[config.mk]
export PLATFORM = sky130hd
export DESIGN_NAME = msp_scale_div
export DESIGN_NICKNAME = d
export VERILOG_FILES = /design/src/hw/rtl/msp_pkg.sv /design/src/hw/rtl/msp_scale_div.sv
export SDC_FILE = /design/constraint.sdc
export NUM_CORES = 1
export LEC_CHECK = 0
export BUFFER_PORTS_ARGS = -buffer_cell sky130_fd_sc_hd__buf_2
export CORE_MARGIN = 4
export CORE_UTILIZATION = 50
export DETAILED_ROUTE_END_ITERATION = 8
export PLACE_DENSITY_LB_ADDON = 0.12
export SLEW_MARGIN = 25
export SYNTH_ARGS = -nofsm -noshare
export SYNTH_HDL_FRONTEND = slang
export SYNTH_SLANG_ARGS = --single-unit
export TNS_END_PERCENT = 50
[constraint.sdc]
create_clock -name clk_i -period 8.3 [get_ports clk_i]
set_input_delay 0 -clock clk_i [delete_from_list [all_inputs] [get_ports clk_i]]
set_output_delay 0 -clock clk_i [all_outputs]
set_load 0.05 [all_outputs]
[src/hw/rtl/msp_pkg.sv]
// ----------------------------------------------------------------------------
// msp_pkg
// Shared field widths, register codes, battery window bounds and the
// per-stage advance strobes of the motor speed PI tick block.
// ----------------------------------------------------------------------------
package msp_pkg;

  // item field widths
  localparam int unsigned ENC_W      = 16;
  localparam int unsigned BATT_W     = 14;
  localparam int unsigned MAG_W      = 13;

  // configuration register widths
  localparam int unsigned GAIN_W     = 10;
  localparam int unsigned SPEED_W    = 13;
  localparam int unsigned LIMIT_W    = 13;
  localparam int unsigned CFG_IDX_W  = 2;
  localparam int unsigned CFG_DATA_W = 13;

  // speed error: target minus encoder delta
  localparam int unsigned ERR_W      = 18;

  // accumulator clamp in whole drive units, and gain scale
  localparam int unsigned ACC_LIMIT  = 7199;
  localparam int unsigned PI_SCALE   = 100;

  // register reset values
  localparam logic [GAIN_W-1:0]         GAIN_P_RST       = GAIN_W'(30);
  localparam logic [GAIN_W-1:0]         GAIN_I_RST       = GAIN_W'(200);
  localparam logic signed [SPEED_W-1:0] TARGET_SPEED_RST = SPEED_W'(20);
  localparam logic [LIMIT_W-1:0]        DRIVE_LIMIT_RST  = LIMIT_W'(7100);

  // cutoff windows, bounds exclusive
  localparam logic [BATT_W-1:0] CUT_A_LO = BATT_W'(600);
  localparam logic [BATT_W-1:0] CUT_A_HI = BATT_W'(720);
  localparam logic [BATT_W-1:0] CUT_B_LO = BATT_W'(1000);
  localparam logic [BATT_W-1:0] CUT_B_HI = BATT_W'(1120);
  localparam logic [BATT_W-1:0] CUT_C_LO = BATT_W'(2100);
  localparam logic [BATT_W-1:0] CUT_C_HI = BATT_W'(2230);

  // warning bands, bounds exclusive, same lower bounds as the cutoff
  localparam logic [BATT_W-1:0] WARN_A_HI = BATT_W'(760);
  localparam logic [BATT_W-1:0] WARN_B_HI = BATT_W'(1130);
  localparam logic [BATT_W-1:0] WARN_C_HI = BATT_W'(2250);

  typedef enum logic [CFG_IDX_W-1:0] {
    CFG_GAIN_P       = 2'd0,
    CFG_GAIN_I       = 2'd1,
    CFG_TARGET_SPEED = 2'd2,
    CFG_DRIVE_LIMIT  = 2'd3
  } cfg_idx_e;

  // one strobe per pipeline register after the input register: an item moves into that stage
  typedef struct packed {
    logic s2;
    logic s3;
    logic s4;
    logic s5;
    logic s6;
    logic so;
  } adv_t;

endpackage

[src/hw/rtl/msp_scale_div.sv]
// ----------------------------------------------------------------------------
// msp_scale_div
// Two-stage signed scaling y = trunc(x * 2^FracBits / 100), exact, rounded
// toward zero: reciprocal multiply for x / 100, then a remainder table.
// ----------------------------------------------------------------------------
module msp_scale_div #(
  parameter int unsigned XW       = 30,
  parameter int unsigned FracBits = 8
) (
  input  logic                      clk_i,
  input  msp_pkg::adv_t             adv_i,
  input  logic signed [XW-1:0]      x_i,
  output logic signed [XW-7+FracBits:0] y_o
);

  localparam int unsigned NW     = XW - 1;
  localparam int unsigned QW     = NW - 6;
  localparam int unsigned MagW   = QW + FracBits;
  localparam int unsigned RecipK = NW + 7;
  localparam int unsigned RecipW = NW + 1;
  localparam int unsigned ProdW  = NW + RecipW;
  localparam longint unsigned RecipM =
    ((64'd1 << RecipK) + msp_pkg::PI_SCALE - 1) / msp_pkg::PI_SCALE;
  localparam int unsigned FracW  = (FracBits > 0) ? FracBits : 1;
  localparam int unsigned TabN   = 128;

  // floor(r * 2^FracBits / 100) for each remainder r
  function automatic logic [TabN*FracW-1:0] frac_table();
    logic [TabN*FracW-1:0] tab;
    tab = '0;
    for (int i = 0; i < TabN; i++) begin
      tab[i*FracW +: FracW] = FracW'((i * (2 ** FracBits)) / msp_pkg::PI_SCALE);
    end
    return tab;
  endfunction

  localparam logic [TabN*FracW-1:0] FracTab = frac_table();

  logic signed [XW-1:0] x_abs;
  logic [NW-1:0]        n;
  logic [ProdW-1:0]     prod;
  logic [QW-1:0]        q_d, q_q;
  logic [6:0]           n_low_q;
  logic                 neg_q;

  logic [QW-1:0]        q100;
  logic [6:0]           rem;
  logic [FracW-1:0]     frac;
  logic [MagW-1:0]      mag_hi, mag;
  logic signed [MagW:0] y_d;

  // stage a: magnitude and quotient by 100
  always_comb begin
    x_abs = x_i[XW-1] ? -x_i : x_i;
    n     = x_abs[NW-1:0];
    prod  = ProdW'(n) * ProdW'(RecipM);
    q_d   = prod[RecipK +: QW];
  end

  always_ff @(posedge clk_i) begin
    if (adv_i.s3) begin
      q_q     <= q_d;
      n_low_q <= n[6:0];
      neg_q   <= x_i[XW-1];
    end
  end

  // stage b: remainder below 100 only needs the low seven bits
  always_comb begin
    q100   = q_q * QW'(msp_pkg::PI_SCALE);
    rem    = n_low_q - q100[6:0];
    frac   = FracTab[rem*FracW +: FracW];
    mag_hi = MagW'(q_q);
    mag    = (mag_hi << FracBits) + MagW'(frac);
    y_d    = neg_q ? -$signed({1'b0, mag}) : $signed({1'b0, mag});
  end

  always_ff @(posedge clk_i) begin
    if (adv_i.s4) begin
      y_o <= y_d;
    end
  end

endmodule

==> flow_summary.toml <==
[status]
status = "complete, no violations"

[clocking]
clk_latency_ns = 0.33
cts-buffers-inserted = 9
clk_pin_slew_ns = 0.05
root_buffer = "clkbuf_16"
clock_path_buffers = 2
numClockSinks = 63
tritoncts = "built"
h-tree-depth = 3

[finish]
nFillCells = 3194
antenna_cells = 0
drive_above_1_share_pct = 11.04
fin_nets = 2594
areaGrowthSynthToFinish_pct = 10.22
final_common_cell = "inv_1"
final_cell_mix = "inv_1 (473), ha_1 (336), fa_1 (269)"

[global_routing]
grt_max_degree = 41
use_met2_pct = 40.10
use_met3_pct = 2.834
overflow = 0
antenna_found_initial = 0
grt_pass1_wl_microns = 74180
gr-usage-met1_pct = 36.04
grt_pass1_vias = 13300
busiest_layer = "met2"
track_usage_pct = 24.49

[sta]
rsz0062_at_grt = "no"
fin_crit_sh_pct = 95.80
relSlewSlack_pct = 36.67
tns_ns = 0
drv_slew = 0
max_freq_ghz = 0.1258
setup_violations = 0
hold_viol = 0
fin_crit_ns = 7.951
final.setup.worst_slack_ns = 0.3490
holdWs_ns = 0.1013
max_slew.worst_pin.slew_ns = 0.9465
skew_ns = 0.01069

[die]
boundaryPins = 69
rows = 68
die_y_microns = 195.9
die_area_sq_mm = 0.03837
die-width_microns = 195.9
core_sq_mm = 0.03471
start_util_pct = 50.84

[synth]
synth-seq-cells = 63
synth_largest_area_cell = "fa_1"
ys.flop_type = "edfxtp_1"
syn_avg_cell_area_sq_um = 9.686
synth.area.top_cells = "fa_1 (31%), ha_1 (24%), edfxtp_1 (11%)"
async_flop_share_pct = 0
synth_area_sq_mm = 0.01765
ys_seq_area_share_pct = 10.72
syn_inst = 1822
synth_top_area_share_pct = 30.51
syn_nets = 2465
synth-edff-count = 63
synth_cell_types = 80
ys_warn_count = 0

[worst_setup_path]
critical_path.max_stage_delay_ns = 0.56
cp.buffers_inverters = 6
cp-end-kind = "register"
cp.arrival_ns = 8.03
r2r_slack_ns = 3.22
critPathLaunchType = "primary input"
crit_slowest_cell = "or4_1"
crit_family = "simple AND/OR/NAND/NOR gates"
crit_required_ns = 8.38
critPathKind = "primary input to register"
cp_max_fo = 8
cp_common_cell = "fa_1"

[detailed_routing]
wl_per_cell_microns = 19.37
dr.pass1.iters = 5
ant_nets = 0
via_per_inst = 5.406
drc = 0
routed_wl_microns = 46710
num_vias = 13030
drt_iter0_markers = 726

[placement]
place.gp.congestion = 0.9699
dp_slack_ns = -0.2064
io_buffer_count = 64
dp_hpwl_microns = 41220

[flow_run]
max_cap_viol_count = 0

[min_path]
min_path_type = "primary input to register"
## cell usage after synthesis, drive strengths merged (4+ instances only)
master and number:
a211o 9, nor2 56, xor2 33, nand4 14, inv 473, nor4 5, edfxtp 63, nand3b 8
nor3 27, a211oi 11, o22ai 5, nor2b 12, a21o 28, clkbuf 22, fa 269, o211ai 17
o31ai 9, nand2b 14, a21oi 70, a41oi 5, o41ai 6, and3 8, a31oi 11, buf 21
nand2 59, o2111ai 4, o21ai 52, and2 4, xnor2 55, ha 337, o21bai 5, o21a 4
nand3 24, a221oi 4, or3 11, or2 8, or4 11
## worst paths after layout
path / startpoint / to / depth (start not counted)
worst max register to register: q_q[0] / y_o[31] / 11
worst min-delay path: x_i[29] / neg_q / 1
worst max-delay path: x_i[3] / q_q[7] / 29
worst min register to register: q_q[10] / y_o[18] / 1
## state kept, by name (all words and copies together), names as in the netlist
register / count
n_low_q: 7
y_o: 32
neg_q: 1
q_q: 23
## what timing repair did
action / 4_1_cts / 5_1_grt
endpoints found under the setup margin: 0 / 15
hold buffers: 0 / 0
gates resized for setup: 0 / 19
buffers inserted: 0 / 1
## metrics by stage
| step | utilization (%) | std cells | instance area, sq um |
|---|---|---|---|
| final | 56.03 | 2411 | 19450 |
| after detailed placement | 54.87 | 2394 | 19050 |
| after floorplan | - | 1822 | 17650 |
| after global routing | 56.03 | 2411 | 19450 |
| after CTS | 55.81 | 2410 | 19370 |
| after global placement | 54.86 | 2394 | 19040 |
## worst reg2reg max path: cells and delay by family (launching register included)
family / cells / cell delay [ns]
buf+inv: 1 / 0.56
compound gates: 5 / 1.06
flops: 1 / 0.52
fa+ha+maj: 2 / 1.25
simple gates: 3 / 1.40
## layer usage
layer | part of all wire, % | up-vias
li1 | - | 6221
met1 | 46 | 6424
met2 | 47 | 347
met3 | 5.3 | 41
met4 | 1.4 | 0
met5 | 0 | -
## kinds of logic (layout without fill, tap and decap cells)
| logic type | after synthesis | in the layout | synth area share, % |
|---|---|---|---|
| adders and majority gates | 606 | 606 | 54.41 |
| buffers and inverters | 517 | 651 | 11.46 |
| AOI/OAI and AO/OA | 275 | 275 | 10.68 |
| and+or+nand+nor | 269 | 269 | 7.905 |
| xor gates and xnor gates | 88 | 88 | 4.367 |
| DFF | 63 | 63 | 10.72 |
| muxes | 4 | 4 | 0.4608 |
## cell type report
cell class | count | area, sq um | area share, %
flip-flops and latches | 63 | 1892 | 9.726
clock inverters | 7 | 102.6 | 0.5275
inverters | 474 | 1779 | 9.147
repair buffers | 161 | 1061 | 5.455
clock buffers | 9 | 225.2 | 1.158
multi-input cells | 1242 | 13820 | 71.06
well taps | 455 | 569.3 | 2.927
Power is not shown: default switching activity piles up to over one toggle a cycle in this logic, so the estimate is an artifact.
