==> src/hw/rtl/msp_pkg.sv <==
// ----------------------------------------------------------------------------
// msp_pkg
// Shared field widths, register codes, battery window bounds and the
// per-stage advance strobes of the motor speed PI tick block.
// ----------------------------------------------------------------------------
package msp_pkg;

  // item field widths
  localparam int unsigned ENC_W      = 16;
  localparam int unsigned BATT_W     = 14;
  localparam int unsigned MAG_W      = 13;

  // configuration register widths
  localparam int unsigned GAIN_W     = 10;
  localparam int unsigned SPEED_W    = 13;
  localparam int unsigned LIMIT_W    = 13;
  localparam int unsigned CFG_IDX_W  = 2;
  localparam int unsigned CFG_DATA_W = 13;

  // speed error: target minus encoder delta
  localparam int unsigned ERR_W      = 18;

  // accumulator clamp in whole drive units, and gain scale
  localparam int unsigned ACC_LIMIT  = 7199;
  localparam int unsigned PI_SCALE   = 100;

  // register reset values
  localparam logic [GAIN_W-1:0]         GAIN_P_RST       = GAIN_W'(30);
  localparam logic [GAIN_W-1:0]         GAIN_I_RST       = GAIN_W'(200);
  localparam logic signed [SPEED_W-1:0] TARGET_SPEED_RST = SPEED_W'(20);
  localparam logic [LIMIT_W-1:0]        DRIVE_LIMIT_RST  = LIMIT_W'(7100);

  // cutoff windows, bounds exclusive
  localparam logic [BATT_W-1:0] CUT_A_LO = BATT_W'(600);
  localparam logic [BATT_W-1:0] CUT_A_HI = BATT_W'(720);
  localparam logic [BATT_W-1:0] CUT_B_LO = BATT_W'(1000);
  localparam logic [BATT_W-1:0] CUT_B_HI = BATT_W'(1120);
  localparam logic [BATT_W-1:0] CUT_C_LO = BATT_W'(2100);
  localparam logic [BATT_W-1:0] CUT_C_HI = BATT_W'(2230);

  // warning bands, bounds exclusive, same lower bounds as the cutoff
  localparam logic [BATT_W-1:0] WARN_A_HI = BATT_W'(760);
  localparam logic [BATT_W-1:0] WARN_B_HI = BATT_W'(1130);
  localparam logic [BATT_W-1:0] WARN_C_HI = BATT_W'(2250);

  typedef enum logic [CFG_IDX_W-1:0] {
    CFG_GAIN_P       = 2'd0,
    CFG_GAIN_I       = 2'd1,
    CFG_TARGET_SPEED = 2'd2,
    CFG_DRIVE_LIMIT  = 2'd3
  } cfg_idx_e;

  // one strobe per pipeline register after the input register: an item moves into that stage
  typedef struct packed {
    logic s2;
    logic s3;
    logic s4;
    logic s5;
    logic s6;
    logic so;
  } adv_t;

endpackage

==> src/hw/rtl/msp_batt.sv <==
// ----------------------------------------------------------------------------
// msp_batt
// Battery block averaging: running sum and count, reciprocal divide on the
// completed block, then the average register and its window tests.
// ----------------------------------------------------------------------------
module msp_batt #(
  parameter int unsigned SamplesPerAverage = 100
) (
  input  logic                        clk_i,
  input  logic                        rst_ni,
  input  msp_pkg::adv_t               adv_i,
  input  logic [msp_pkg::BATT_W-1:0]  sample_i,
  output logic                        low_win_o,
  output logic                        warn_o,
  output logic [msp_pkg::BATT_W-1:0]  average_o
);

  localparam int unsigned BW     = msp_pkg::BATT_W;
  localparam int unsigned SumW   = $clog2(SamplesPerAverage * ((2 ** BW) - 1) + 1);
  localparam int unsigned CntW   = $clog2(SamplesPerAverage + 1);
  localparam int unsigned ShiftL = $clog2(SamplesPerAverage);
  localparam int unsigned RecipK = SumW + ShiftL;
  localparam int unsigned RecipW = SumW + 2;
  localparam int unsigned ProdW  = SumW + RecipW;
  localparam longint unsigned RecipM =
    ((64'd1 << RecipK) + SamplesPerAverage - 1) / SamplesPerAverage;

  logic [SumW-1:0]  sum_q, sum_d, sum_full, bsum_q;
  logic [CntW-1:0]  cnt_q, cnt_d, cnt_full;
  logic             wrap, wrap2_q, wrap3_q;
  logic [ProdW-1:0] prod;
  logic [BW-1:0]    quot_q;
  logic [BW-1:0]    avg_q, avg_d;
  logic             low_win_d, warn_d;

  // stage 2: accumulate, close the block after the last sample
  always_comb begin
    sum_full = sum_q + SumW'(sample_i);
    cnt_full = cnt_q + CntW'(1);
    wrap     = (cnt_full == CntW'(SamplesPerAverage));
    sum_d    = wrap ? '0 : sum_full;
    cnt_d    = wrap ? '0 : cnt_full;
  end

  always_ff @(posedge clk_i or negedge rst_ni) begin
    if (!rst_ni) begin
      sum_q <= '0;
      cnt_q <= '0;
    end else if (adv_i.s2) begin
      sum_q <= sum_d;
      cnt_q <= cnt_d;
    end
  end

  always_ff @(posedge clk_i) begin
    if (adv_i.s2) begin
      bsum_q  <= sum_full;
      wrap2_q <= wrap;
    end
  end

  // stage 3: block sum divided by the sample count
  assign prod = ProdW'(bsum_q) * ProdW'(RecipM);

  always_ff @(posedge clk_i) begin
    if (adv_i.s3) begin
      quot_q  <= prod[RecipK +: BW];
      wrap3_q <= wrap2_q;
    end
  end

  // stage 4: average register and window tests on the new value
  always_comb begin
    avg_d = wrap3_q ? quot_q : avg_q;
    low_win_d = (avg_d > msp_pkg::CUT_A_LO && avg_d < msp_pkg::CUT_A_HI) ||
                (avg_d > msp_pkg::CUT_B_LO && avg_d < msp_pkg::CUT_B_HI) ||
                (avg_d > msp_pkg::CUT_C_LO && avg_d < msp_pkg::CUT_C_HI);
    warn_d    = (avg_d > msp_pkg::CUT_A_LO && avg_d < msp_pkg::WARN_A_HI) ||
                (avg_d > msp_pkg::CUT_B_LO && avg_d < msp_pkg::WARN_B_HI) ||
                (avg_d > msp_pkg::CUT_C_LO && avg_d < msp_pkg::WARN_C_HI);
  end

  always_ff @(posedge clk_i or negedge rst_ni) begin
    if (!rst_ni) begin
      avg_q <= '0;
    end else if (adv_i.s4) begin
      avg_q <= avg_d;
    end
  end

  always_ff @(posedge clk_i) begin
    if (adv_i.s4) begin
      low_win_o <= low_win_d;
      warn_o    <= warn_d;
    end
  end

  assign average_o = avg_q;

endmodule

==> config.mk <==
export PLATFORM = sky130hd
export DESIGN_NAME = msp_batt
export DESIGN_NICKNAME = d
export VERILOG_FILES = /design/src/hw/rtl/msp_pkg.sv /design/src/hw/rtl/msp_batt.sv
export SDC_FILE = /design/constraint.sdc
export NUM_CORES = 1
export LEC_CHECK = 0
export BUFFER_PORTS_ARGS = -buffer_cell sky130_fd_sc_hd__buf_2
export CORE_MARGIN = 4
export CORE_UTILIZATION = 65
export CTS_BUF_LIST = sky130_fd_sc_hd__clkbuf_4 sky130_fd_sc_hd__clkbuf_8
export DETAILED_ROUTE_END_ITERATION = 12
export PLACE_DENSITY = 0.83
export SLEW_MARGIN = 20
export SYNTH_ARGS = -nofsm -noshare
export SYNTH_HDL_FRONTEND = slang
export SYNTH_SLANG_ARGS = --single-unit
==> constraint.sdc <==
create_clock -name clk_i -period 11.98 [get_ports clk_i]
set_clock_uncertainty 0.15 [all_clocks]
set_input_delay 1.797 -clock clk_i [delete_from_list [all_inputs] [get_ports clk_i]]
set_output_delay 1.797 -clock clk_i [all_outputs]
set_load 0.005 [all_outputs]
==> impl_metrics.yaml <==
detailed_routing:
  ant_nets: 0
  drc: 0
  via_per_inst: 5.763
  wl_per_cell_um: 17.71
  vias: 7745
  wl_um: 23800
  drt-initial-drc-count: 460
  dr.pass1.iters: 5
floorplan:
  die-area_um2: 19900
  io_pins: 38
  design.core.area_um2: 17300
  std_cell_rows: 48
  die_w_um: 141.1
  start_util_pct: 66.53
  die_h_um: 141.1
global_route:
  grt_max_degree: 43
  grt_pass1_wl_um: 40570
  grt_pass1_vias: 8300
  overflow: 0
  antenna_found_initial: 0
  track_usage_pct: 25.74
clock_tree:
  cts_buffers: 9
  numClockSinks: 81
  cts_resized: 0
  clkTransAtPathRegs_ps: 100
  cts_root_buffer: "clkbuf_8"
  cts_setup_buffers: 0
  clock_latency_ps: 390
  cts_tree: "done"
  cts-hold-fix-buffers: 0
  cts.htree.levels: 3
  cts_buffer_depth: 2
setup_path:
  cpMaxStageDelayCell: "fa_1"
  cp.depth: 20
  critPathRequiredTime_ps: 11970
  reg2regPathDepth: 20
  crit_fanout: 7
  endpoint_kind: "register"
  crit_buf_inv: 4
  crit_path_max_incr_delay_ps: 610
  setup.worst_path.start_class: "register"
  path_cells: "inv_1 > fa_1 > fa_1 > fa_1 > fa_1 > fa_1 > inv_1 > fa_1 > inv_1 > fa_1 > inv_1 > ha_1 > nand2_1 > nor4_1 > o21ai_1 > and4b_4 > o21a_4 > o31ai_4 > a221oi_1 > xnor2_1"
  critical_path_arrival_ps: 6790
  critical_path.most_common_cell: "fa_1"
  crit_family: "adder cells"
  worstSetupPathType: "reg2reg"
worst_hold_path:
  min_path_cells: 1
  min-delay-path-class: "reg2reg"
finish:
  syn_to_final_growth_pct: 5.273
  fin_nets: 1509
  final_cell_mix: "inv_1 (250), ha_1 (217), fa_1 (156)"
  seq_area_um2: 2222
  multi_input_area_um2: 8282
  nFillCells: 1230
  design_area_um2: 12110
  instances_no_fill: 1344
  diodes: 0
  mostFrequentLayoutCell: "inv_1"
  drive_above_1_share_pct: 6.613
synthesis:
  synthFlopType: "dfrtp_1"
  syn_area_um2: 11510
  yosys-top-cells-area: "fa_1 (27%), ha_1 (24%), edfxtp_1 (10%)"
  ys_ff_latch: 81
  synth_fp_nets: 1478
  synthArstFlopShare_pct: 51.85
  synth-edff-count: 39
  syn_inst: 1083
  syn_area_per_cell_um2: 10.63
  seq_area_frac_synth_pct: 19.31
  netlist.area_leader.share_pct: 27.14
  yosysUniqueCellTypes: 66
  yosys_warnings: 0
  yosys.area.top_type: "fa_1"
sta:
  max_freq_mhz: 147.0
  maxSlewHeadroom_pct: 50.09
  fin_crit_sh_pct: 56.78
  setup_tns_ps: 0
  worst-slew-pin-transition_ps: 748.6
  slew_violations: 0
  finalSetupViolations: 0
  fin_crit_ps: 6802
  rsz0062_at_grt: "false"
  finalHoldViolCount: 0
status:
  status: "finished clean"
place:
  dp.final_hpwl_um: 20190
  port_buffers: 34
  dp_cells: 1327
  place_area_um2: 11900
  gp_congestion: 0.9448
job:
  cap_violations: 0
-- per-layer routing --
layer	GRT usage (%)	wire (µm)	share of wire [%]
met3	4.919	1574	6.6
met2	42.64	11440	48
met1	35.37	10350	43
met4	6.374	433	1.8
met5	0	0	0
-- metrics by stage --
stage,utilization [%],hold WS (ps),setup slack (ps)
5_1_grt,70.04,367.2,4904
4_1_cts,69.94,349.6,5159
6_report,70.04,352.7,5178
3_3_place_gp,68.79,323.5,5289
3_5_place_dp,68.79,331.6,5167
2_1_floorplan,-,250.3,5676
-- layout make-up --
type / count / share of cell area [%]
multi-input combinational: 736 / 68.36
sequential: 81 / 18.34
inverter: 251 / 7.777
tap: 225 / 2.324
timing repair buffer: 35 / 1.549
clock buffer: 9 / 1.023
clock inverter: 7 / 0.6197
-- worst reg2reg max path: cells and delay by family, from the launching register on --
kind            cells  cell delay [ps]
compound gates      4              850
xor+xnor            1              150
fa+ha+maj           8             3960
buf+inv             4              360
flops               1              560
simple gates        3              530
-- flip-flops by register name, summed over array words and instances (netlist names) --
| name | count |
|---|---|
| wrap3_q | 1 |
| average_o | 14 |
| wrap2_q | 1 |
| sum_q | 21 |
| cnt_q | 7 |
| bsum_q | 21 |
| quot_q | 14 |
| low_win_o | 1 |
| warn_o | 1 |
-- kinds of logic after synthesis --
family,synth area share [%]
simple gates,5.861
xor+xnor,2.968
buf+inv,8.720
fa+ha+maj,50.73
flops,19.31
compound gates,10.63
mux,1.772
-- cells in the mapped netlist, types with 9 or more instances --
cell,instances
a21oi_1,51
nand2_1,31
inv_1,250
ha_1,217
edfxtp_1,39
a21o_1,18
nand4_1,13
fa_1,156
xnor2_1,27
mux2_2,11
nor2_1,30
o21ai_0,25
nor3_1,12
a22o_1,15
xor2_1,12
dfrtp_1,42
nand3_1,9
-- path summary, 6_finish.rpt --
| kind | slack [ps] | from | to |
|---|---|---|---|
| worst max-delay path | 5180 | bsum_q[4] | quot_q[13] |
| worst min-delay path | 350 | sum_q[0] | sum_q[0] |
| worst max register to register | 5180 | bsum_q[4] | quot_q[13] |
| worst min register to register | 350 | sum_q[0] | sum_q[0] |
| max in group asynchronous | 10010 | rst_ni | sum_q[20] |
| min in group asynchronous | 1260 | rst_ni | average_o[12] |
Power is not shown: default switching activity piles up to over one toggle a cycle in this logic, so the estimate is an artifact.
