**config.mk**
```make
export PLATFORM = sky130hd
export DESIGN_NAME = msp_pi_loop
export DESIGN_NICKNAME = d
export VERILOG_FILES = /design/src/hw/rtl/msp_pkg.sv /design/src/hw/rtl/msp_pi_loop.sv
export SDC_FILE = /design/constraint.sdc
export NUM_CORES = 1
export LEC_CHECK = 0
export BUFFER_PORTS_ARGS = -buffer_cell sky130_fd_sc_hd__buf_2
export CAP_MARGIN = 25
export CELL_PAD_IN_SITES_DETAIL_PLACEMENT = 1
export CELL_PAD_IN_SITES_GLOBAL_PLACEMENT = 1
export CORE_AREA = 3 3 144 90
export DETAILED_ROUTE_END_ITERATION = 8
export DIE_AREA = 0 0 147 93
export PLACE_DENSITY_LB_ADDON = 0.1
export SYNTH_ARGS = -nofsm -noshare
export SYNTH_HDL_FRONTEND = slang
export SYNTH_SLANG_ARGS = --single-unit
export TNS_END_PERCENT = 50
```
**constraint.sdc**
```tcl
create_clock -name clk_i -period 5.4 [get_ports clk_i]
set_clock_uncertainty 0.1 [all_clocks]
set_input_delay 0.54 -clock clk_i [delete_from_list [all_inputs] [get_ports clk_i]]
set_output_delay 0.54 -clock clk_i [all_outputs]
set_load 0.01 [all_outputs]
```
**src/hw/rtl/msp_pkg.sv**
```systemverilog
// ----------------------------------------------------------------------------
// msp_pkg
// Shared field widths, register codes, battery window bounds and the
// per-stage advance strobes of the motor speed PI tick block.
// ----------------------------------------------------------------------------
package msp_pkg;

  // item field widths
  localparam int unsigned ENC_W      = 16;
  localparam int unsigned BATT_W     = 14;
  localparam int unsigned MAG_W      = 13;

  // configuration register widths
  localparam int unsigned GAIN_W     = 10;
  localparam int unsigned SPEED_W    = 13;
  localparam int unsigned LIMIT_W    = 13;
  localparam int unsigned CFG_IDX_W  = 2;
  localparam int unsigned CFG_DATA_W = 13;

  // speed error: target minus encoder delta
  localparam int unsigned ERR_W      = 18;

  // accumulator clamp in whole drive units, and gain scale
  localparam int unsigned ACC_LIMIT  = 7199;
  localparam int unsigned PI_SCALE   = 100;

  // register reset values
  localparam logic [GAIN_W-1:0]         GAIN_P_RST       = GAIN_W'(30);
  localparam logic [GAIN_W-1:0]         GAIN_I_RST       = GAIN_W'(200);
  localparam logic signed [SPEED_W-1:0] TARGET_SPEED_RST = SPEED_W'(20);
  localparam logic [LIMIT_W-1:0]        DRIVE_LIMIT_RST  = LIMIT_W'(7100);

  // cutoff windows, bounds exclusive
  localparam logic [BATT_W-1:0] CUT_A_LO = BATT_W'(600);
  localparam logic [BATT_W-1:0] CUT_A_HI = BATT_W'(720);
  localparam logic [BATT_W-1:0] CUT_B_LO = BATT_W'(1000);
  localparam logic [BATT_W-1:0] CUT_B_HI = BATT_W'(1120);
  localparam logic [BATT_W-1:0] CUT_C_LO = BATT_W'(2100);
  localparam logic [BATT_W-1:0] CUT_C_HI = BATT_W'(2230);

  // warning bands, bounds exclusive, same lower bounds as the cutoff
  localparam logic [BATT_W-1:0] WARN_A_HI = BATT_W'(760);
  localparam logic [BATT_W-1:0] WARN_B_HI = BATT_W'(1130);
  localparam logic [BATT_W-1:0] WARN_C_HI = BATT_W'(2250);

  typedef enum logic [CFG_IDX_W-1:0] {
    CFG_GAIN_P       = 2'd0,
    CFG_GAIN_I       = 2'd1,
    CFG_TARGET_SPEED = 2'd2,
    CFG_DRIVE_LIMIT  = 2'd3
  } cfg_idx_e;

  // one strobe per pipeline register after the input register: an item moves into that stage
  typedef struct packed {
    logic s2;
    logic s3;
    logic s4;
    logic s5;
    logic s6;
    logic so;
  } adv_t;

endpackage

```
**src/hw/rtl/msp_pi_loop.sv**
```systemverilog
// ----------------------------------------------------------------------------
// msp_pi_loop
// Per-tick state loop: drive accumulator with clamp, previous-error flag,
// low-voltage tick counter and the run flag.
// ----------------------------------------------------------------------------
module msp_pi_loop #(
  parameter int unsigned AccMax        = 1842944,
  parameter int unsigned IncW          = 33,
  parameter int unsigned ShutdownTicks = 500
) (
  input  logic                              clk_i,
  input  logic                              rst_ni,
  input  msp_pkg::adv_t                     adv_i,
  input  logic signed [IncW-1:0]            inc_diff_i,
  input  logic signed [IncW-1:0]            inc_full_i,
  input  logic                              click_i,
  input  logic                              low_win_i,
  output logic signed [$clog2(AccMax+1):0]  acc_o,
  output logic                              was_running_o,
  output logic                              running_o
);

  localparam int unsigned AccW = $clog2(AccMax + 1) + 1;
  localparam int unsigned SumW = ((IncW > AccW) ? IncW : AccW) + 1;
  localparam int unsigned LtW  = $clog2(ShutdownTicks + 2);
  localparam logic signed [SumW-1:0] AccMaxS = SumW'(AccMax);

  logic signed [AccW-1:0] acc_q, acc_d;
  logic signed [IncW-1:0] inc;
  logic signed [SumW-1:0] sum, sat;
  logic                   err_valid_q;
  logic                   run_q, run_d;
  logic [LtW-1:0]         low_q, low_d;
  logic                   cutoff;

  always_comb begin
    // previous error is the last item's error only if that item ran
    inc = err_valid_q ? inc_diff_i : inc_full_i;
    sum = SumW'(acc_q) + SumW'(inc);
    if (sum > AccMaxS) begin
      sat = AccMaxS;
    end else if (sum < -AccMaxS) begin
      sat = -AccMaxS;
    end else begin
      sat = sum;
    end
    acc_d = run_q ? sat[AccW-1:0] : '0;

    if (!low_win_i) begin
      low_d = '0;
    end else if (low_q <= LtW'(ShutdownTicks)) begin
      low_d = low_q + LtW'(1);
    end else begin
      low_d = low_q;
    end
    cutoff = (low_d > LtW'(ShutdownTicks));
    run_d  = (run_q ^ click_i) & ~cutoff;
  end

  always_ff @(posedge clk_i or negedge rst_ni) begin
    if (!rst_ni) begin
      acc_q       <= '0;
      err_valid_q <= 1'b0;
      run_q       <= 1'b0;
      low_q       <= '0;
    end else if (adv_i.s6) begin
      acc_q       <= acc_d;
      err_valid_q <= run_q;
      run_q       <= run_d;
      low_q       <= low_d;
    end
  end

  assign acc_o         = acc_q;
  assign was_running_o = err_valid_q;
  assign running_o     = run_q;

endmodule

```
==> results of run 1 <==
## placed cells by master (no fill, tap or decap), types with 6 or more instances in the layout
cell type,synthesis,final
inv_1,30,30
nand2_1,66,66
nand4_1,17,17
o211ai_1,12,12
nor2_1,37,37
o22ai_1,8,8
and4_1,6,6
dfrtp_1,33,33
o21ai_1,7,7
and3_1,9,9
xnor2_1,8,8
buf_2,9,94
o21ai_0,30,30
ha_1,35,35
o221ai_1,13,13
a21oi_1,38,38
and2_1,7,7
mux2_2,32,32
a31oi_1,6,6
nand2b_1,11,11
nor3_1,14,14
xor2_1,10,10
a21o_1,16,16
nand3_1,16,16
o31ai_1,9,9
or3_1,6,6
## kinds of logic (layout without fill, tap and decap cells)
group                    Yosys count  count (layout)
AO/OA/AOI/OAI                    199             199
AND/OR/NAND/NOR                  219             219
adder cells (fa/ha/maj)           36              36
buffers and inverters             65             137
multiplexers                      34              34
XOR/XNOR                          18              18
flip-flops                        33              33
## final cells by class
type	count	share of cell area (%)
clock buffer	5	2.31
clock inverter	3	1.20
inverter	30	2.08
multi-input combinational	506	66.0
sequential	33	15.3
tap	165	3.81
timing repair buffer	99	9.38
## flip-flops by register name (all words and copies together) (netlist names)
| signal | cells |
|---|---|
| was_running_o | 1 |
| acc_o | 22 |
| low_q | 9 |
| running_o | 1 |
## worst max-delay path by stage
stage | cells after the start | slack (ns) | start | endpoint
4_1_cts | 14 | 0.40 | was_running_o$_DFFE_PN0P_ | acc_o[20]$_DFFE_PN0P_
2_1_floorplan | 16 | 0.82 | was_running_o$_DFFE_PN0P_ | acc_o[10]$_DFFE_PN0P_
3_5_place_dp | 13 | 0.46 | was_running_o$_DFFE_PN0P_ | acc_o[20]$_DFFE_PN0P_
6_report | 14 | 0.27 | was_running_o$_DFFE_PN0P_ | acc_o[20]$_DFFE_PN0P_
3_3_place_gp | 13 | 0.57 | was_running_o$_DFFE_PN0P_ | acc_o[9]$_DFFE_PN0P_
5_1_grt | 14 | 0.0005 | was_running_o$_DFFE_PN0P_ | acc_o[10]$_DFFE_PN0P_
## power breakdown
group	internal (mW)	switching, mW	total (mW)	leakage (nW)
Sequential	0.304	0.0826	0.387	0.436
Clock	0.264	0.115	0.378	0.0938
Combinational	0.892	1.56	2.45	1.90
Total	1.46	1.75	3.21	2.43
## metrics by stage
stage	setup WS, ns	instances	hold WS [ns]	total power [mW]
final	0.273	841	0.230	3.21
after global routing	0.000530	841	0.287	3.45
after CTS	0.398	841	0.269	3.15
after detailed placement	0.456	833	0.440	2.75
after global placement	0.567	833	0.403	2.66
after floorplan	0.816	604	0.144	2.07
## Yosys cell counts, types with 7 or more instances
| cell | n | share of area (%) |
|---|---|---|
| xor2_1 | 10 | 1.9 |
| o21ai_1 | 7 | 0.75 |
| mux2_2 | 32 | 7.7 |
| clkbuf_1 | 19 | 1.5 |
| o211ai_1 | 12 | 1.9 |
| nand2b_1 | 11 | 1.5 |
| nor2_1 | 37 | 3.0 |
| xnor2_1 | 8 | 1.5 |
| o31ai_1 | 9 | 1.4 |
| buf_2 | 9 | 0.96 |
| nand3_1 | 16 | 1.7 |
| a21oi_1 | 38 | 4.1 |
| o21ai_0 | 30 | 3.2 |
| dfrtp_1 | 33 | 18 |
| and3_1 | 9 | 1.2 |
| o22ai_1 | 8 | 1.1 |
| a21o_1 | 16 | 2.6 |
| and2_1 | 7 | 0.94 |
| o221ai_1 | 13 | 2.4 |
| nand4_1 | 17 | 2.3 |
| ha_1 | 35 | 9.4 |
| nor3_1 | 14 | 1.5 |
| nand2_1 | 66 | 5.3 |
| inv_1 | 30 | 2.4 |
## routing by layer
metal,vias to the layer above,share of wire [%]
li1,2417,-
met1,2571,50
met2,188,40
met3,16,9.0
met4,0,0.92
met5,-,0
==> out/qor.csv, run 1 <==
stage;metric;value;unit
grt;met3 GRT Util;8.14;%
power;pwr/cell area;593;nW/um2
grt;first-pass GRT wire length;28100;um
synthesis;largest family of logic cells by synthesized area;compound AO/OA/AOI/OAI gates;
layout;register area;826;um2
synthesis;synth warn;0;
critical_path;reg2reg end;acc_o[20]$_DFFE_PN0P_;
grt;met2 Resource Use GR;36.7;%
critical_path;Slowest cell on crit path;nor4b_1;
layout;final design utilization;45.6;%
timing;max_slew headroom;39.1;%
grt;antenna violations before repair;0;
cts;H-tree depth;2;
synthesis;syn_area_per_cell;7.74;um2
cts;worst-skew pair later-pin latency;0.28;ns
synthesis;Synth Area in Compound Gates;31.0;%
run_status;outcome;finished, final reports clean;
place;GPL Wtd Cong;0.941;
cts;postcts setup bufs;0;
synthesis;fraction of registers with async set or reset after synthesis;100;%
timing;Slew Viols, Final;0;
cts;clk slew on worst S/H paths;0.06;ns
route;routed len/inst;21.3;um
synthesis;post-synth cell types;78;
synthesis;post-synthesis adder-cell area fraction;9.80;%
critical_path;Setup Crit Path Kind;reg2reg;
synthesis;main flop type after synthesis;dfrtp_1;
die;core area;11900;um2
cts;clock sink count;33;
die;num rows;31;
layout;area grow syn2layout;15.8;%
grt;Most Crowded Layer GR;met1;
layout;cell area after layout;5410;um2
critical_path;CP required;5.42;ns
cts;TritonCTS Buffers;5;
critical_path;internal reg-to-reg setup slack;0.27;ns
power;Peak VDD IR;0.000161;V
synthesis;XOR/XNOR share of the synthesized area;3.37;%
layout;fillers;1536;
die;Die W;147;um
die;die area;13700;um2
synthesis;Post-synth EDFFs;0;
cts;post-cts resize count;0;
timing;Setup-failing EPs final;0;
synthesis;Post-Synth Simple-Gate Area;24.1;%
critical_path;worst path cell trace;buf_4 > mux2i_1 > inv_1 > ha_1 > a21o_1 > nand4_1 > a21boi_0 > nor4_1 > a311oi_1 > nor4b_1 > nand4_1 > a211oi_4 > or2b_1 > o221ai_1;
synthesis;Post-Syn Area;4670;um2
grt;overflow left after global routing;0;
critical_path;critical path's top delay family;simple AND/OR/NAND/NOR gates;
route;DRT iter0 DRCs;356;
critical_path;WP data arrival;5.14;ns
critical_path;Most Frequent Cell on Critical Path;nand4_1;
cts;CTS tree;built;
synthesis;Yosys reg bits;33;
layout;n_diodes;0;
worst_hold_path;Hold Crit Class;in2async;
timing;Final Hold Fails;0;
die;Top-Level Pins;100;
critical_path;FF-to-FF path depth;14;
layout;area of the multi-input gates;3570;um2
route;Pre-antenna DRT Iters;5;
timing;FMAX;0.195;GHz
synthesis;mux cell area share after synthesis;8.14;%
timing;Least-Margin Pin Slew;0.901;ns
route;Routed Antenna Nets;0;
place;DPL Wire Length;14700;um
critical_path;CP Capture Type;register;
critical_path;Max stage delay on crit path;0.75;ns
grt;GRT Total Usage;25.7;%
critical_path;Critical Path Source Type;register;
cts;maximum buffer depth of the clock tree;2;
synthesis;post-synthesis instance total;604;
route;vias;5192;
cts;Root Buffer;clkbuf_16;
critical_path;worst r2r src;was_running_o$_DFFE_PN0P_;
synthesis;syn nets;716;
timing;period utilization;94.9;%
die;Initial Utilization;39.4;%
power;P_leak;2.43;nW
place;placed inst area;5220;um2
cts;CTS Hold Bufs;0;
timing;RSZ-0062 raised after global routing;no;
critical_path;Critical Path Fanout Max;11;
grt;largest net degree at the start of global routing;39;
route;vias per cell;6.17;
die;Die Y;93;um
grt;met1 GRT Util;38.5;%
run;max_cap viols;0;
critical_path;Buf/Inv on CP;2;
layout;Nets;787;
route;routed wire length;17900;um
place;I/O Buffers;94;
timing;setup tns final;0;ns
route;DRC viols;0;
layout;share of cells above drive strength 1;24.6;%
synthesis;register area share after synthesis;17.7;%
grt;vias in the first global route;5158;
timing;Final min period;5.13;ns
No activity file was read; power rests on OpenSTA's default activity.
==> run 2: changes to the inputs <==
--- a/config.mk
+++ b/config.mk
@@ -7,11 +7,11 @@
 export LEC_CHECK = 0
 export BUFFER_PORTS_ARGS = -buffer_cell sky130_fd_sc_hd__buf_2
 export CAP_MARGIN = 25
-export CELL_PAD_IN_SITES_DETAIL_PLACEMENT = 1
+export CELL_PAD_IN_SITES_DETAIL_PLACEMENT = 0
 export CELL_PAD_IN_SITES_GLOBAL_PLACEMENT = 1
-export CORE_AREA = 3 3 144 90
+export CORE_AREA = 3 3 154 96
 export DETAILED_ROUTE_END_ITERATION = 8
-export DIE_AREA = 0 0 147 93
+export DIE_AREA = 0 0 157 99
 export PLACE_DENSITY_LB_ADDON = 0.1
 export SYNTH_ARGS = -nofsm -noshare
 export SYNTH_HDL_FRONTEND = slang
==> out/qor.csv, run 2 (synthesized netlist as in run 1, its figures left out) <==
stage;metric;value;unit
run_status;outcome;finished, final reports clean;
critical_path;Critical Path Source Type;register;
place;placed inst area;5270;um2
die;Initial Utilization;34.6;%
power;pwr/cell area;562;nW/um2
power;Sw Share;54.6;%
route;vias per cell;5.86;
timing;Least-Margin Pin Slew;0.849;ns
critical_path;Setup Crit Path Kind;reg2reg;
die;Top-Level Pins;100;
cts;CTS Hold Bufs;0;
layout;most frequent cells in the layout;94 x buf_2, 66 x nand2_1, 38 x a21oi_1;
timing;Setup-failing EPs final;0;
route;Routed Antenna Nets;0;
timing;max_slew headroom;42.8;%
place;DPL Wire Length;13100;um
timing;RSZ-0062 raised after global routing;no;
place;dpl ws;0.586;ns
power;Comb power frac;78.6;%
timing;Slew Viols, Final;0;
route;vias;5001;
timing;Final min period;4.91;ns
worst_hold_path;Hold Crit Class;in2async;
timing;setup tns final;0;ns
die;core area;13500;um2
layout;cell area after layout;5410;um2
critical_path;Critical Path Fanout Max;35;
critical_path;CP required;5.42;ns
layout;Nets;790;
power;Peak VDD IR;0.000135;V
power;Net Switching;1.66;mW
power;Clock power frac;9.2;%
layout;n_diodes;0;
route;DRC viols;0;
timing;min setup slack post-route;0.495;ns
cts;H-tree depth;2;
grt;overflow left after global routing;0;
timing;period utilization;90.8;%
grt;antenna violations before repair;0;
run;max_cap viols;0;
route;DRT iter0 DRCs;415;
die;num rows;33;
layout;area grow syn2layout;15.7;%
route;routed wire length;16000;um
layout;most common cell after layout, fill and taps aside;buf_2;
power;sequential power share;12.3;%
cts;CTS tree;built;
place;GPL Wtd Cong;0.919;
route;routed len/inst;18.8;um
die;Die W;157;um
cts;TritonCTS Buffers;5;
cts;Root Buffer;clkbuf_16;
die;Die Y;99;um
cts;clock sink count;33;
critical_path;WP data arrival;4.92;ns
cts;maximum buffer depth of the clock tree;2;
timing;FMAX;0.204;GHz
power;Pint;1.38;mW
route;Pre-antenna DRT Iters;5;
cts;worst-skew pair later-pin latency;0.28;ns
grt;first-pass GRT wire length;25100;um
power;P_leak;2.42;nW
layout;Largest register FFs;22;
cts;post-cts resize count;0;
place;I/O Buffers;94;
cts;postcts setup bufs;0;
grt;largest net degree at the start of global routing;39;
layout;final design utilization;40.1;%
timing;Final Hold Fails;0;
die;die area;15500;um2
grt;vias in the first global route;4533;
cts;clk slew on worst S/H paths;0.06;ns
critical_path;CP Capture Type;register;
layout;share of cells above drive strength 1;24.7;%
grt;GRT Total Usage;20.3;%
-- run 2: power groups by stage --
stage	sequential (mW)	combinational [mW]	clock, mW
final	0.373	2.39	0.279
after detailed placement	0.379	2.32	0
after floorplan	0.381	1.69	0
after CTS	0.375	2.33	0.284
after global placement	0.376	2.32	0
after global routing	0.386	2.63	0.298
-- run 2: area by class of cell --
class                           count  area [um2]
Inverter                           30         113
Clock inverter                      2        10.0
Clock buffer                        6         129
Sequential cell                    33         826
Tap cell                          175         219
Multi-Input combinational cell    506        3570
Timing Repair Buffer              102         543
Fill cell                        1411        8090
-- run 2: metrics by stage --
step           power, mW  std cells  hold WS, ns
2_1_floorplan       2.07        604        0.144
3_3_place_gp        2.70        846        0.416
3_5_place_dp        2.70        846        0.427
4_1_cts             2.99        854        0.276
5_1_grt             3.31        854        0.317
6_report            3.04        854        0.240
-- run 2: final timing paths --
check	startpoint	end	slack, ns	cells past startpoint
max	was_running_o$_DFFE_PN0P_	acc_o[20]$_DFFE_PN0P_	0.49	15
min	rst_ni	low_q[2]$_DFFE_PN0P_	0.24	1
max reg2reg	was_running_o$_DFFE_PN0P_	acc_o[20]$_DFFE_PN0P_	0.49	15
min reg2reg	acc_o[12]$_DFFE_PN0P_	acc_o[12]$_DFFE_PN0P_	0.44	2
max in group asynchronous	rst_ni	acc_o[9]$_DFFE_PN0P_	4.45	1
min in group clk_i	acc_o[12]$_DFFE_PN0P_	acc_o[12]$_DFFE_PN0P_	0.44	2
-- run 2: worst max-delay path, stage by stage, from the launching register on --
cell and delay (ns):
dfrtp_1 0.39, buf_12 0.19, mux2_2 0.24, ha_1 0.18, inv_1 0.06, fa_1 0.39, nand2b_1 0.18, a21oi_1 0.53
o2111a_1 0.34, o21ai_0 0.14, a21boi_0 0.40, o221ai_1 0.23, or4_4 0.53, a211oi_4 0.29, or2b_1 0.33, o221ai_1 0.19
-- run 2: layer usage --
metal	up-vias	routed length (um)	global-route usage [%]
met5	-	0	0
met4	0	129	2.56
met3	8	1660	7.33
met2	186	5650	24.9
met1	2370	8590	33.1
li1	2437	-	-
==> run 3: changes to the inputs <==
--- a/config.mk
+++ b/config.mk
@@ -8,10 +8,10 @@
 export BUFFER_PORTS_ARGS = -buffer_cell sky130_fd_sc_hd__buf_2
 export CAP_MARGIN = 25
 export CELL_PAD_IN_SITES_DETAIL_PLACEMENT = 0
-export CELL_PAD_IN_SITES_GLOBAL_PLACEMENT = 1
-export CORE_AREA = 3 3 154 96
+export CELL_PAD_IN_SITES_GLOBAL_PLACEMENT = 2
+export CORE_AREA = 3 3 161 100
 export DETAILED_ROUTE_END_ITERATION = 8
-export DIE_AREA = 0 0 157 99
+export DIE_AREA = 0 0 164 103
 export PLACE_DENSITY_LB_ADDON = 0.1
 export SYNTH_ARGS = -nofsm -noshare
 export SYNTH_HDL_FRONTEND = slang
==> out/qor.csv, run 3 (synthesized netlist as in run 1, its figures left out) <==
stage;metric;value;unit
critical_path;FF-to-FF path depth;15;
route;DRT iter0 DRCs;409;
timing;Final Hold Fails;0;
timing;setup tns final;0;ns
layout;area grow syn2layout;17.6;%
cts;Root Buffer;clkbuf_16;
layout;final design utilization;37.7;%
power;Comb power frac;76.9;%
grt;GRT Total Usage;19.8;%
power;Sw Share;53.4;%
die;die area;16900;um2
layout;n_diodes;0;
layout;Nets;791;
route;vias per cell;5.66;
cts;postcts setup bufs;0;
die;Top-Level Pins;100;
critical_path;Setup Crit Path Kind;reg2reg;
route;routed wire length;16800;um
route;routed len/inst;19.2;um
timing;period utilization;91.4;%
place;dpl ws;0.471;ns
route;vias;4966;
grt;first-pass GRT wire length;25900;um
die;Initial Utilization;32.0;%
critical_path;Critical Path Fanout Max;35;
die;num rows;34;
critical_path;Critical Path End;acc_o[9]$_DFFE_PN0P_;
grt;antenna violations before repair;0;
timing;Final min period;4.93;ns
power;Pint;1.49;mW
run_status;outcome;finished, final reports clean;
critical_path;WP data arrival;4.96;ns
critical_path;internal reg-to-reg setup slack;0.47;ns
timing;Slew Viols, Final;0;
worst_hold_path;Hold Crit Class;in2async;
power;P_leak;2.45;nW
cts;worst-skew pair later-pin latency;0.28;ns
timing;Least-Margin Pin Slew;0.807;ns
layout;fillers;1563;
critical_path;Critical path origin;was_running_o$_DFFE_PN0P_;
grt;largest net degree at the start of global routing;39;
timing;FMAX;0.203;GHz
power;Clock power frac;11.8;%
place;DPL Wire Length;13900;um
timing;max_slew headroom;45.5;%
timing;Setup-failing EPs final;0;
layout;most frequent cells in the layout;94 x buf_2, 66 x nand2_1, 38 x a21oi_1;
power;Net Switching;1.71;mW
cts;clk slew on worst S/H paths;0.06;ns
route;Pre-antenna DRT Iters;7;
critical_path;CP required;5.42;ns
power;Power Total;3.20;mW
layout;Largest register FFs;22;
grt;vias in the first global route;4437;
critical_path;worst r2r src;was_running_o$_DFFE_PN0P_;
power;pwr/cell area;581;nW/um2
timing;RSZ-0062 raised after global routing;no;
run;max_cap viols;0;
timing;min setup slack post-route;0.465;ns
route;DRC viols;0;
cts;TritonCTS Buffers;5;
layout;most common cell after layout, fill and taps aside;buf_2;
critical_path;CP Capture Type;register;
place;GPL Wtd Cong;0.918;
power;Peak VDD IR;0.000219;V
cts;H-tree depth;2;
die;Die Y;103;um
grt;overflow left after global routing;0;
route;Routed Antenna Nets;0;
cts;clock sink count;33;
cts;CTS tree;built;
die;core area;14600;um2
timing;final hold slack;0.231;ns
power;sequential power share;11.3;%
critical_path;Critical Path Source Type;register;
place;I/O Buffers;94;
layout;share of cells above drive strength 1;25.0;%
die;Die W;164;um
critical_path;reg2reg end;acc_o[9]$_DFFE_PN0P_;
cts;CTS Hold Bufs;0;
cts;post-cts resize count;0;
cts;maximum buffer depth of the clock tree;2;
run 3: cell types whose count changed in the layout (fill, tap and decap cells not counted):
cell | before | now
bufinv_16 | 0 | 2
clkbuf_1 | 1 | 0
clkinv_2 | 2 | 1
buf_4 | 7 | 8
run 3: worst min path at each step:
stage	startpoint	to	slack, ns	depth (start not counted)
final	rst_ni	acc_o[4]$_DFFE_PN0P_	0.23	1
after detailed placement	acc_o[11]$_DFFE_PN0P_	acc_o[11]$_DFFE_PN0P_	0.42	2
after floorplan	rst_ni	acc_o[0]$_DFFE_PN0P_	0.14	0
after global routing	rst_ni	acc_o[4]$_DFFE_PN0P_	0.30	1
after global placement	low_q[7]$_DFFE_PN0P_	low_q[7]$_DFFE_PN0P_	0.42	1
after CTS	rst_ni	acc_o[4]$_DFFE_PN0P_	0.27	1
run 3: cell type report:
cell class	count	area, um2	share of cell area [%]
Clock buffer	5	125	2.28
Tap cell	198	248	4.51
Multi-Input combinational cell	506	3570	65.0
Clock inverter	3	65.1	1.18
Inverter	30	113	2.05
Timing Repair Buffer	103	551	10.0
Sequential cell	33	826	15.0
run 3: metrics by stage:
stage	area, um2	cells
2_1_floorplan	4670	604
3_3_place_gp	5310	870
3_5_place_dp	5310	870
4_1_cts	5500	878
5_1_grt	5500	878
6_report	5500	878
run 3: power groups by stage:
stage	registers [mW]	logic (mW)	clock network, mW
after CTS	0.363	2.40	0.384
final	0.361	2.46	0.377
after floorplan	0.381	1.69	0
after global placement	0.364	2.39	0
after global routing	0.371	2.67	0.401
after detailed placement	0.366	2.39	0
run 3: layer usage:
layer | wire length, um | part of all wire (%) | global-route usage [%]
met5 | 0 | 0 | 0
met4 | 53 | 0.31 | 1.82
met3 | 1420 | 8.4 | 5.82
met2 | 5930 | 35 | 24.1
met1 | 9430 | 56 | 33.3
run 3: critical path, stage by stage, from the launching register on:
cell and delay [ns]:
dfrtp_1 0.39, buf_12 0.19, mux2_2 0.25, ha_1 0.17, inv_1 0.06, fa_1 0.40
nand2b_1 0.18, a21oi_1 0.59, o211ai_1 0.33, a21oi_1 0.36, o21ai_0 0.17, a32o_1 0.24
or4_4 0.54, a211oi_4 0.30, or2b_1 0.32, o221ai_1 0.18
